<file path="src/rtl/core/icpt_pkg.sv">
// ----------------------------------------------------------------------------
// icpt_pkg
// Shared types and codes for the interrupt controller with period timer.
// ----------------------------------------------------------------------------
package icpt_pkg;

    // Default number of interrupt lines
    localparam int unsigned NUM_LINES_DEF = 32;

    // System timer source line after reset
    localparam logic [4:0] SYS_LINE_RESET = 5'd1;

    // Low nibble of a timer ie / id write
    localparam logic [3:0] TIMER_BITS = 4'hf;

    // Command codes
    localparam logic [1:0] CMD_TICK  = 2'd0;
    localparam logic [1:0] CMD_READ  = 2'd1;
    localparam logic [1:0] CMD_WRITE = 2'd2;

    // Register selects
    localparam logic [4:0] REG_VECTOR    = 5'd0;
    localparam logic [4:0] REG_STATUS    = 5'd1;
    localparam logic [4:0] REG_MASK      = 5'd2;
    localparam logic [4:0] REG_CORE_STAT = 5'd3;
    localparam logic [4:0] REG_ENABLE    = 5'd4;
    localparam logic [4:0] REG_DISABLE   = 5'd5;
    localparam logic [4:0] REG_CLEAR     = 5'd6;
    localparam logic [4:0] REG_EOI       = 5'd7;
    localparam logic [4:0] REG_TMR_CTRL  = 5'd8;
    localparam logic [4:0] REG_PERIOD    = 5'd9;
    localparam logic [4:0] REG_WDOG_MODE = 5'd10;
    localparam logic [4:0] REG_RT_MODE   = 5'd11;
    localparam logic [4:0] REG_TMR_STAT  = 5'd12;
    localparam logic [4:0] REG_TMR_IE    = 5'd13;
    localparam logic [4:0] REG_TMR_ID    = 5'd14;
    localparam logic [4:0] REG_TMR_MASK  = 5'd15;
    localparam logic [4:0] REG_ALARM     = 5'd16;
    localparam logic [4:0] REG_COUNTER   = 5'd17;

    // Request beat
    typedef struct packed {
        logic [1:0]  cmd;
        logic [4:0]  reg_select;
        logic [31:0] write_data;
    } cmd_beat_t;

    // Response beat
    typedef struct packed {
        logic [31:0] read_data;
        logic        fiq_n;
        logic        irq_n;
        logic        bad_access;
    } rsp_beat_t;

endpackage

</file>
<file path="src/rtl/core/icpt_cmd_if.sv">
// ----------------------------------------------------------------------------
// icpt_cmd_if
// Valid/ready channel carrying request beats.
// ----------------------------------------------------------------------------
interface icpt_cmd_if;
    import icpt_pkg::*;

    logic      valid;
    logic      ready;
    cmd_beat_t beat;

    modport source (output valid, output beat, input ready);
    modport sink   (input valid, input beat, output ready);
endinterface

</file>
<file path="src/rtl/core/icpt_rsp_if.sv">
// ----------------------------------------------------------------------------
// icpt_rsp_if
// Valid/ready channel carrying response beats.
// ----------------------------------------------------------------------------
interface icpt_rsp_if;
    import icpt_pkg::*;

    logic      valid;
    logic      ready;
    rsp_beat_t beat;

    modport source (output valid, output beat, input ready);
    modport sink   (input valid, input beat, output ready);
endinterface

</file>
<file path="src/rtl/core/interrupt_controller_with_period_timer_unit.sv">
// ----------------------------------------------------------------------------
// interrupt_controller_with_period_timer_unit
// Interrupt controller with pending/mask lines, vector read and a period timer.
// ----------------------------------------------------------------------------
//
//  channel  | dir | handshake     | payload
//  ---------+-----+---------------+-------------------------------------------
//  req      | in  | valid/ready   | cmd, reg_select, write_data
//  rsp      | out | valid/ready   | read_data, fiq_n, irq_n, bad_access
//  cfg      | in  | cfg_we        | cfg_data = system_source_line (5 bits)
//
//  One beat per cycle while rsp is not stalled: a request beat is decoded and
//  the controller state is updated at the edge that accepts it; its response
//  is registered at that same edge and offered on rsp from the next cycle.
//  req.ready stays high while the output register is empty or being drained,
//  so a stalled rsp holds its beat and back-pressures req by one beat only.
//  Reset (rst_n low, async) clears all state, levels go inactive (high) and
//  the system source line returns to 1. No clearing pass is needed.
// ----------------------------------------------------------------------------
module interrupt_controller_with_period_timer_unit #(
    parameter int unsigned NUM_LINES = icpt_pkg::NUM_LINES_DEF
) (
    input  logic       clk,
    input  logic       rst_n,
    icpt_cmd_if.sink   req,
    icpt_rsp_if.source rsp,
    input  logic       cfg_we,
    input  logic [4:0] cfg_data
);
    import icpt_pkg::*;

    localparam int unsigned LINE_IDX_W = $clog2(NUM_LINES);

    // Controller state
    logic [NUM_LINES-1:0]  pend_reg, pend_next;
    logic [NUM_LINES-1:0]  mask_reg, mask_next;
    logic [4:0]            last_vec_reg, last_vec_next;
    logic                  fiq_reg, fiq_next;       // active-low levels
    logic                  irq_reg, irq_next;
    logic [4:0]            sys_line_reg, sys_line_next;

    // Timer state
    logic [31:0]           reload_reg, reload_next;
    logic [31:0]           count_reg, count_next;
    logic                  pstat_reg, pstat_next;   // period status, only bit 0 ever sets
    logic [3:0]            tmask_reg, tmask_next;
    logic [31:0]           ticks_reg, ticks_next;
    logic [31:0]           wdog_reg, wdog_next;
    logic [31:0]           rtm_reg, rtm_next;
    logic [31:0]           alarm_reg, alarm_next;

    // Output register
    logic                  rsp_valid_reg, rsp_valid_next;
    rsp_beat_t             rsp_beat_reg, rsp_beat_next;

    // Decode helpers
    logic                  req_fire;
    logic                  vec_found;
    logic [LINE_IDX_W-1:0] vec_idx;
    logic [NUM_LINES-1:0]  sys_hot;
    logic [NUM_LINES-1:0]  wr_lines;
    logic [31:0]           rd_data;
    logic                  bad;
    logic                  refresh;

    assign req.ready = !rsp_valid_reg || rsp.ready;
    assign req_fire  = req.valid && req.ready;
    assign rsp.valid = rsp_valid_reg;
    assign rsp.beat  = rsp_beat_reg;
    assign wr_lines  = req.beat.write_data[NUM_LINES-1:0];

    // Lowest pending line; descending scan leaves the lowest hit
    always_comb
    begin
        vec_found = 1'b0;
        vec_idx   = '0;
        for (int i = NUM_LINES - 1; i >= 0; i--)
        begin
            if (pend_reg[i])
            begin
                vec_found = 1'b1;
                vec_idx   = LINE_IDX_W'(i);
            end
        end
    end

    // One-hot of the system line; out-of-range lines decode to nothing
    always_comb
    begin
        for (int i = 0; i < NUM_LINES; i++)
        begin
            sys_hot[i] = (sys_line_reg == 5'(i));
        end
    end

    always_comb
    begin
        pend_next     = pend_reg;
        mask_next     = mask_reg;
        last_vec_next = last_vec_reg;
        sys_line_next = sys_line_reg;
        reload_next   = reload_reg;
        count_next    = count_reg;
        pstat_next    = pstat_reg;
        tmask_next    = tmask_reg;
        ticks_next    = ticks_reg;
        wdog_next     = wdog_reg;
        rtm_next      = rtm_reg;
        alarm_next    = alarm_reg;
        fiq_next      = fiq_reg;
        irq_next      = irq_reg;
        rd_data       = '0;
        bad           = 1'b0;
        refresh       = 1'b0;

        if (cfg_we)
        begin
            sys_line_next = cfg_data;
        end

        if (req_fire)
        begin
            case (req.beat.cmd)
                CMD_TICK:
                begin
                    refresh = 1'b1;
                    if (reload_reg != '0)
                    begin
                        if (count_reg == '0)
                        begin
                            // period elapsed: flag, optionally pend, reload
                            pstat_next = 1'b1;
                            if (tmask_reg[0])
                            begin
                                pend_next = pend_reg | sys_hot;
                            end
                            count_next = reload_reg;
                        end
                        else
                        begin
                            ticks_next = ticks_reg + 32'd1;
                            count_next = count_reg - 32'd1;
                        end
                    end
                end
                CMD_READ:
                begin
                    case (req.beat.reg_select)
                        REG_VECTOR:
                        begin
                            // read-to-acknowledge: clear the lowest pending line
                            rd_data       = 32'(vec_idx);
                            last_vec_next = 5'(vec_idx);
                            if (vec_found)
                            begin
                                pend_next[vec_idx] = 1'b0;
                                refresh            = 1'b1;
                            end
                        end
                        REG_STATUS:    rd_data = 32'(last_vec_reg);
                        REG_MASK,
                        REG_CORE_STAT: rd_data = 32'(mask_reg);
                        REG_PERIOD:    rd_data = reload_reg;
                        REG_WDOG_MODE: rd_data = wdog_reg;
                        REG_RT_MODE:   rd_data = rtm_reg;
                        REG_TMR_STAT:
                        begin
                            rd_data    = 32'(pstat_reg);
                            pstat_next = 1'b0;          // clear on read
                        end
                        REG_TMR_MASK:  rd_data = 32'(tmask_reg);
                        REG_ALARM:     rd_data = alarm_reg;
                        REG_COUNTER:   rd_data = ticks_reg;
                        default:       bad     = 1'b1;
                    endcase
                end
                CMD_WRITE:
                begin
                    case (req.beat.reg_select)
                        REG_ENABLE:    mask_next = mask_reg | wr_lines;
                        REG_DISABLE:   mask_next = mask_reg & ~wr_lines;
                        REG_CLEAR:     pend_next = pend_reg & ~wr_lines;
                        REG_EOI:
                        begin
                            pend_next = pend_reg & ~wr_lines;
                            refresh   = 1'b1;
                        end
                        REG_TMR_CTRL:  bad = 1'b0;      // accepted, no watchdog here
                        REG_PERIOD:
                        begin
                            reload_next = req.beat.write_data;
                            count_next  = req.beat.write_data;
                        end
                        REG_WDOG_MODE: wdog_next  = req.beat.write_data;
                        REG_RT_MODE:   rtm_next   = req.beat.write_data;
                        REG_TMR_IE:
                        begin
                            tmask_next = tmask_reg | (req.beat.write_data[3:0] & TIMER_BITS);
                            if (tmask_next != '0)
                            begin
                                pend_next = pend_reg | sys_hot;
                                refresh   = 1'b1;
                            end
                        end
                        REG_TMR_ID:
                            tmask_next = tmask_reg & ~req.beat.write_data[3:0] & TIMER_BITS;
                        REG_ALARM:     alarm_next = req.beat.write_data;
                        default:       bad        = 1'b1;
                    endcase
                end
                default: bad = 1'b1;
            endcase
        end

        // On a refresh, levels follow pending AND mask after the update; line 0 is FIQ
        if (refresh)
        begin
            fiq_next = !(pend_next[0] && mask_next[0]);
            irq_next = !(|(pend_next[NUM_LINES-1:1] & mask_next[NUM_LINES-1:1]));
        end

        rsp_valid_next = req_fire || (rsp_valid_reg && !rsp.ready);
        rsp_beat_next  = rsp_beat_reg;
        if (req_fire)
        begin
            rsp_beat_next.read_data  = bad ? 32'd0 : rd_data;
            rsp_beat_next.fiq_n      = fiq_next;
            rsp_beat_next.irq_n      = irq_next;
            rsp_beat_next.bad_access = bad;
        end
    end

    always_ff @(posedge clk or negedge rst_n)
    begin
        if (!rst_n)
        begin
            pend_reg      <= '0;
            mask_reg      <= '0;
            last_vec_reg  <= '0;
            fiq_reg       <= 1'b1;
            irq_reg       <= 1'b1;
            sys_line_reg  <= SYS_LINE_RESET;
            reload_reg    <= '0;
            count_reg     <= '0;
            pstat_reg     <= 1'b0;
            tmask_reg     <= '0;
            ticks_reg     <= '0;
            wdog_reg      <= '0;
            rtm_reg       <= '0;
            alarm_reg     <= '0;
            rsp_valid_reg <= 1'b0;
        end
        else
        begin
            pend_reg      <= pend_next;
            mask_reg      <= mask_next;
            last_vec_reg  <= last_vec_next;
            fiq_reg       <= fiq_next;
            irq_reg       <= irq_next;
            sys_line_reg  <= sys_line_next;
            reload_reg    <= reload_next;
            count_reg     <= count_next;
            pstat_reg     <= pstat_next;
            tmask_reg     <= tmask_next;
            ticks_reg     <= ticks_next;
            wdog_reg      <= wdog_next;
            rtm_reg       <= rtm_next;
            alarm_reg     <= alarm_next;
            rsp_valid_reg <= rsp_valid_next;
        end
    end

    // Response payload, no reset needed
    always_ff @(posedge clk)
    begin
        rsp_beat_reg <= rsp_beat_next;
    end

endmodule

</file>
<file path="src/flat_wrapper.sv">
// flat-port wrapper written by rule: the top's interface ports become plain ports
module interrupt_controller_with_period_timer_unit_flat import icpt_pkg::*;
#(
    parameter int unsigned NUM_LINES = icpt_pkg::NUM_LINES_DEF
)
  (clk, rst_n, cfg_we, cfg_data, req_valid, req_beat, req_ready, rsp_valid, rsp_beat, rsp_ready);
  icpt_cmd_if req_i ();
  icpt_rsp_if rsp_i ();
  input  logic clk;
  input  logic rst_n;
  input  logic cfg_we;
  input  logic [4:0] cfg_data;
  input wire logic [$bits(req_i.valid)-1:0] req_valid;
  input wire logic [$bits(req_i.beat)-1:0] req_beat;
  output wire logic [$bits(req_i.ready)-1:0] req_ready;
  output wire logic [$bits(rsp_i.valid)-1:0] rsp_valid;
  output wire logic [$bits(rsp_i.beat)-1:0] rsp_beat;
  input wire logic [$bits(rsp_i.ready)-1:0] rsp_ready;
  assign req_i.valid = req_valid;
  assign req_i.beat = req_beat;
  assign req_ready = req_i.ready;
  assign rsp_valid = rsp_i.valid;
  assign rsp_beat = rsp_i.beat;
  assign rsp_i.ready = rsp_ready;
  interrupt_controller_with_period_timer_unit #(.NUM_LINES(NUM_LINES)) u_core (.clk(clk), .rst_n(rst_n), .req(req_i), .rsp(rsp_i), .cfg_we(cfg_we), .cfg_data(cfg_data));
endmodule
</file>
<file path="config.mk">
export PLATFORM = sky130hd
export DESIGN_NAME = interrupt_controller_with_period_timer_unit_flat
export DESIGN_NICKNAME = d
export VERILOG_FILES = /design/src/rtl/core/icpt_pkg.sv /design/src/rtl/core/icpt_cmd_if.sv /design/src/rtl/core/icpt_rsp_if.sv /design/src/rtl/core/interrupt_controller_with_period_timer_unit.sv /design/src/flat_wrapper.sv
export SDC_FILE = /design/constraint.sdc
export NUM_CORES = 1
export LEC_CHECK = 0
export ABC_AREA = 1
export BUFFER_PORTS_ARGS = -buffer_cell sky130_fd_sc_hd__buf_4
export CORE_MARGIN = 2
export CORE_UTILIZATION = 40
export DETAILED_ROUTE_END_ITERATION = 12
export GPL_TIMING_DRIVEN = 0
export PLACE_DENSITY = 0.56
export SYNTH_ARGS = -nofsm -noshare
export SYNTH_HDL_FRONTEND = slang
export SYNTH_SLANG_ARGS = --single-unit
</file>
<file path="constraint.sdc">
create_clock -name clk -period 4.7 [get_ports clk]
set_input_delay 0.705 -clock clk [delete_from_list [all_inputs] [get_ports clk]]
set_output_delay 0.705 -clock clk [all_outputs]
set_load 0.005 [all_outputs]
</file>
# Word level (Yosys, flattened, before mapping)
# Index checks and enable logic that the tools add are counted.
# Widths: inputs -> output; s select.
# classes
n_addsub	2
magnitude_cmp	2
n_eq_ne	54
n_mux	100
bitwise_logic	13
reduce_logical	34
# ops
cell	count
$mux 32	12
$pmux 32 s10	1
$pmux 32 s2	3
$mux 5	32
$and 32x32->32	3
$pmux 32 s3	1
$eq 5x5->1 const B	18
$eq 5x4->1 const B	16
$not 32->32	2
$or 32x32->32	2
$mux 1	45
$eq 5x3->1 const B	8
$add 32x1->32 const B	1
$logic_not 32->1	1
$reduce_bool 32->1	1
$sub 32x1->32 const B	1
$and 31x31->31	1
$reduce_or 31->1	1
$reduce_or 11->1	2
$eq 5x2->1 const B	4
$reduce_and 3->1	6
$eq 5x1->1 const B	2
$logic_not 5->1	2
$pmux 4 s2	1
other kinds (22)	39
# totals
register_bits	309
output_inout_bits	37

# Longest topological paths before layout
# logic_depth
ltp_word	46
mapped_depth	43
ltp_nobuf	43

# Worst setup path after synthesis
# No wires, ideal clock.
# synth_timing
path_kind	input to register
start	input port rsp_ready
end	register u_core.rsp_beat_reg, in the netlist u_core.rsp.beat[1], data pin
setup_time_ns	0.136
t_arrival_ns	3.246
required_ns	4.564
path_slack_ns	1.318
stages	15
path_buffers	1
path_cell_list	inv_1 -> nand2_1 -> nand2_1 -> inv_2 -> buf_1 -> nand2_1 -> o21ai_0 -> o21ai_0 -> nand3_1 -> nand2_1 -> nor2_1 -> nand2_1 -> nor2_1 -> nand2_1 -> nand2_1
# synth_via
elab_chain_len	7
elab_cells_between_ends	9
# synth_rtl
item	line_no	source
start, declared	flat_wrapper.sv:18	input wire logic [$bits(rsp_i.ready)-1:0] rsp_ready;
$logic_or 1x1->1	interrupt_controller_with_period_timer_unit.sv:66	assign req.ready = !rsp_valid_reg || rsp.ready;
net req_ready	flat_wrapper.sv:15	output wire logic [$bits(req_i.ready)-1:0] req_ready;
$logic_and 1x1->1	interrupt_controller_with_period_timer_unit.sv:67	assign req_fire = req.valid && req.ready;
net u_core.req_fire	interrupt_controller_with_period_timer_unit.sv:57	logic req_fire;
$mux 32	interrupt_controller_with_period_timer_unit.sv:121	if (req_fire)
net u_core.mask_next[5]	interrupt_controller_with_period_timer_unit.sv:36	logic [NUM_LINES-1:0] mask_reg, mask_next;
$and 31x31->31	interrupt_controller_with_period_timer_unit.sv:219	irq_next = !(|(pend_next[NUM_LINES-1:1] & mask_next[NUM_LINES-1:1]));
$reduce_or 31->1	interrupt_controller_with_period_timer_unit.sv:219	
$logic_not 1->1	interrupt_controller_with_period_timer_unit.sv:219	
$mux 1	interrupt_controller_with_period_timer_unit.sv:216	if (refresh)
net u_core.irq_next	interrupt_controller_with_period_timer_unit.sv:39	logic irq_reg, irq_next;
end signal, assigned	interrupt_controller_with_period_timer_unit.sv:276	rsp_beat_reg <= rsp_beat_next;
end, declared	interrupt_controller_with_period_timer_unit.sv:54	rsp_beat_t rsp_beat_reg, rsp_beat_next;
# The timed path passes the listed nets, and every way through them passes these cells.
# A chain may end at the register's enable or synchronous reset.

# Final worst setup path
# layout_timing
start	register u_core.count_reg[0]
end	register u_core.rsp_beat_reg, in the netlist u_core.rsp.beat[1], data pin
# layout_via
elab_chain_len	9
# layout_rtl
item	line_no	source
start, declared	interrupt_controller_with_period_timer_unit.sv:44	logic [31:0] count_reg, count_next;
start signal, assigned	interrupt_controller_with_period_timer_unit.sv:262	count_reg <= count_next;
$logic_not 32->1	interrupt_controller_with_period_timer_unit.sv:129	if (count_reg == '0)
$mux 32	interrupt_controller_with_period_timer_unit.sv:129	
$mux 32	interrupt_controller_with_period_timer_unit.sv:127	if (reload_reg != '0)
$pmux 32 s3	interrupt_controller_with_period_timer_unit.sv:123	case (req.beat.cmd)
$mux 32	interrupt_controller_with_period_timer_unit.sv:121	
$and 31x31->31	interrupt_controller_with_period_timer_unit.sv:219	
$reduce_or 31->1	interrupt_controller_with_period_timer_unit.sv:219	
$logic_not 1->1	interrupt_controller_with_period_timer_unit.sv:219	
$mux 1	interrupt_controller_with_period_timer_unit.sv:216	
net u_core.irq_next	interrupt_controller_with_period_timer_unit.sv:39	
# The timed path passes the listed nets, and every way through them passes these cells.

==> impl_metrics.tcl <==
set metrics [dict create \
    avgSynthCellArea_um2 7.90 \
    initial_core_util 0.405 \
    period_needed_ns 4.42 \
    timing.final.crit_share 0.941 \
    combPwrFrac 0.178 \
    placed_cells 2768 \
    cpMaxStageDelayCell "dfrtp_1" \
    chipHeight_um 210 \
    synth_ff_type "dfrtp_1" \
    drtIter0Drc 1877 \
    wl_mm 79.0 \
    tns_ns 0 \
    hpwl_mm 60.2 \
    leakage_uw 0.00857 \
    multi_input_area_um2 7830 \
    nets 2320 \
    synth_edf_count 35 \
    stdcell_area_um2 19700 \
    required_ns 5.02 \
    synth-seq-cells 309 \
    peakVddDrop_uv 245 \
    gr-max-usage-layer "met2" \
    dieArea_um2 44000 \
    rr_startpoint "u_core.count_reg[0]" \
    final_cell_count_no_fill 2839 \
    async_flop_share 0.887 \
    setup_viol 0 \
    seqCellArea_um2 7910 \
    grt_usage 0.361 \
    grt_pass1_wl_mm 114 \
    critPathMaxFanout 10 \
    p_sw_frac 0.319 \
    cp_common_cell "nand2_1" \
    cts_setup_buffers 0 \
    io_pins 86 \
    grt_pass1_vias 16429 \
    tightestPinTransition_ns 1.35 \
    core_um2 41900 \
    r2r_end "u_core.rsp.beat[1]" \
    critPathKind "reg2reg" \
    status "completed" \
    root_buffer "clkbuf_16" \
    worstPathArrival_ns 4.74 \
    core.rowCount 75 \
    power_frac_clock 0.409 \
    largest_reg_flops 35 \
    drive_gt1_frac 0.0996 \
    wire_per_inst_um 27.8 \
    synth_cell_types 59 \
    synth_cells 2142 \
    yosys-top-cells-area "dfrtp_1 40%, nand2_1 11%, o21ai_0 7.1%" \
    pwr-share-seq 0.413 \
    hold_violations 0 \
    hp-class "in2async" \
    synthesis.area_um2 16900 \
    first_pass_iters 5 \
    cts_max_level 2 \
    synth_top_area_frac 0.401 \
    slew_violations 0 \
    synth_warnings 0 \
    synth_seq_area_share 0.467 \
    powerDensity_nw_per_um2 405 \
    die_w_um 210 \
    clock-sinks 309 \
    finalWorstSetupSlack_ns 0.279 \
    dpl-instance-area_um2 18300 \
    port_buffers 84 \
    drv_cap 0 \
    clockBufferDepth 3 \
    clk_latency_ns 0.57 \
    use_met3 0.0536 \
    ant_nets 0 \
    grtUsageMet1 0.462 \
    max_slew_margin 0.102 \
    final.setup_skew_ns 0.0190 \
    p_switching_uw 2540 \
    cts_tree "built" \
    antenna_found_initial 1 \
    grt_max_degree 114 \
    fillers 4219 \
    p_int_uw 5440 \
    use_met2 0.586 \
    cp-start-kind "flip-flop" \
    r2r_setup_slack_ns 0.28 \
    max_clock_freq_ghz 0.226 \
    crit_path_cell_trace "inv_1 -> ha_1 -> nand2_1 -> nor2_4 -> inv_4 -> nor3_2 -> nand4_1 -> nor3_4 -> nand4_2 -> nor3_4 -> nand4_4 -> buf_2 -> o21ai_0 -> a22oi_1 -> nand2_1 -> nand3_1 -> nand2_1 -> nor2_1 -> nand2_1 -> nor2_1 -> nand2_1 -> nand2_1" \
    numCtsBuffers 38 \
    area_growth_pct 16.4 \
    synth.largest_area_cell "dfrtp_1" \
    drc_errors 0 \
    syn-num-nets 2193 \
    vias 17011 \
    via_per_inst 5.99 \
    dp_worst_setup_slack_ns 0.0273 \
    max_stage_delay_ns 0.41 \
    finalWeightedCongestion 0.991 \
    path_clk_slew_ns 0.06 \
    grt-ovfl-total 0 \
    r2r_cells 22 \
    setup.worst_path.end_class "flip-flop" \
]
## how the worst max path moves through the flow
stage | slack [ns] | depth (start not counted) | to | startpoint
floorplan | 1.32 | 15 | u_core.rsp.beat[1] | rsp_ready
global placement | -1.49 | 13 | u_core.rsp.beat[1] | rsp_ready
detailed placement | 0.03 | 22 | u_core.rsp.beat[1] | u_core.count_reg[0]
CTS | 0.01 | 22 | u_core.rsp.beat[1] | u_core.count_reg[0]
global route | -0.01 | 22 | u_core.rsp.beat[1] | u_core.count_reg[0]
finish | 0.28 | 22 | u_core.rsp.beat[1] | u_core.count_reg[0]
## routing by layer
metal / wire length, µm / vias up / share of wire
met5: 13 / - / 0.00016
met4: 5170 / 2 / 0.065
met3: 5870 / 209 / 0.074
met2: 36400 / 877 / 0.46
met1: 31600 / 8348 / 0.40
li1: - / 7575 / -
## worst max-delay path: cells and delay by family (launching register included)
kind / cells / cell delay, ns
AO/OA/AOI/OAI: 2 / 0.31
flip-flops: 1 / 0.41
adder cells (fa/ha/maj): 1 / 0.24
buffers and inverters: 3 / 0.56
AND/OR/NAND/NOR: 16 / 2.62
## area by class of cell
cell class	instances	area share
Antenna cell	1	0.000127
Buffer	101	0.0196
Clock buffer	55	0.0566
Clock inverter	15	0.0126
Inverter	220	0.0420
Multi-Input combinational cell	1512	0.397
Sequential cell	309	0.401
Tap cell	539	0.0342
Timing Repair Buffer	87	0.0362
## cell usage after synthesis (28+ instances only)
master,n
a21oi_1,29
edfxtp_1,35
dfrtp_1,271
nor2_1,187
o21ai_0,241
a221oi_1,38
inv_1,203
a21boi_0,28
clkbuf_1,96
xor2_1,29
nand3_1,159
nand2_1,498
o211ai_1,56
a31oi_1,37
## cells by family (layout without fill, tap and decap cells)
kind of cell	count (synthesis)	count (layout)	share of synthesized area
AND/OR/NAND/NOR	955	955	0.250
AO/OA/AOI/OAI	511	511	0.186
buffers and inverters	321	478	0.0715
flip-flops	309	309	0.467
XOR/XNOR	39	39	0.0202
multiplexers	5	5	0.00303
adder cells (fa/ha/maj)	2	2	0.00148
other	0	1	0
## placed cells by master, fill, tap and decap left out, types with 39 or more instances in the layout
cell type  Yosys  layout
buf_4          0      83
clkbuf_1      96     103
clkbuf_16      0      39
dfrtp_1      271     271
inv_1        203     203
nand2_1      498     498
nand3_1      159     159
nor2_1       187     187
o211ai_1      56      56
o21ai_0      241     241
## power by group through the flow
stage	Clock (µW)	Sequential (µW)	Combinational, µW
final	3270	3300	1420
after global routing	3400	3320	1560
after CTS	3270	3280	1400
after detailed placement	0	3330	1390
after global placement	0	3330	1370
after floorplan	0	3230	881
## per-stage QoR
stage          hold WS, ns   util  power, µW
2_1_floorplan        0.409      -       4110
3_3_place_gp         0.460  0.436       4700
3_5_place_dp         0.464  0.438       4720
4_1_cts              0.194  0.470       7950
5_1_grt              0.179  0.471       8280
6_report             0.146  0.471       7980
## timing repair
action,in CTS,in global routing
gates resized for setup,0,6
setup endpoints to repair,0,2
endpoints found under the hold margin,0,0
hold buffers,0,0
Power figures use the tool's default switching activity.
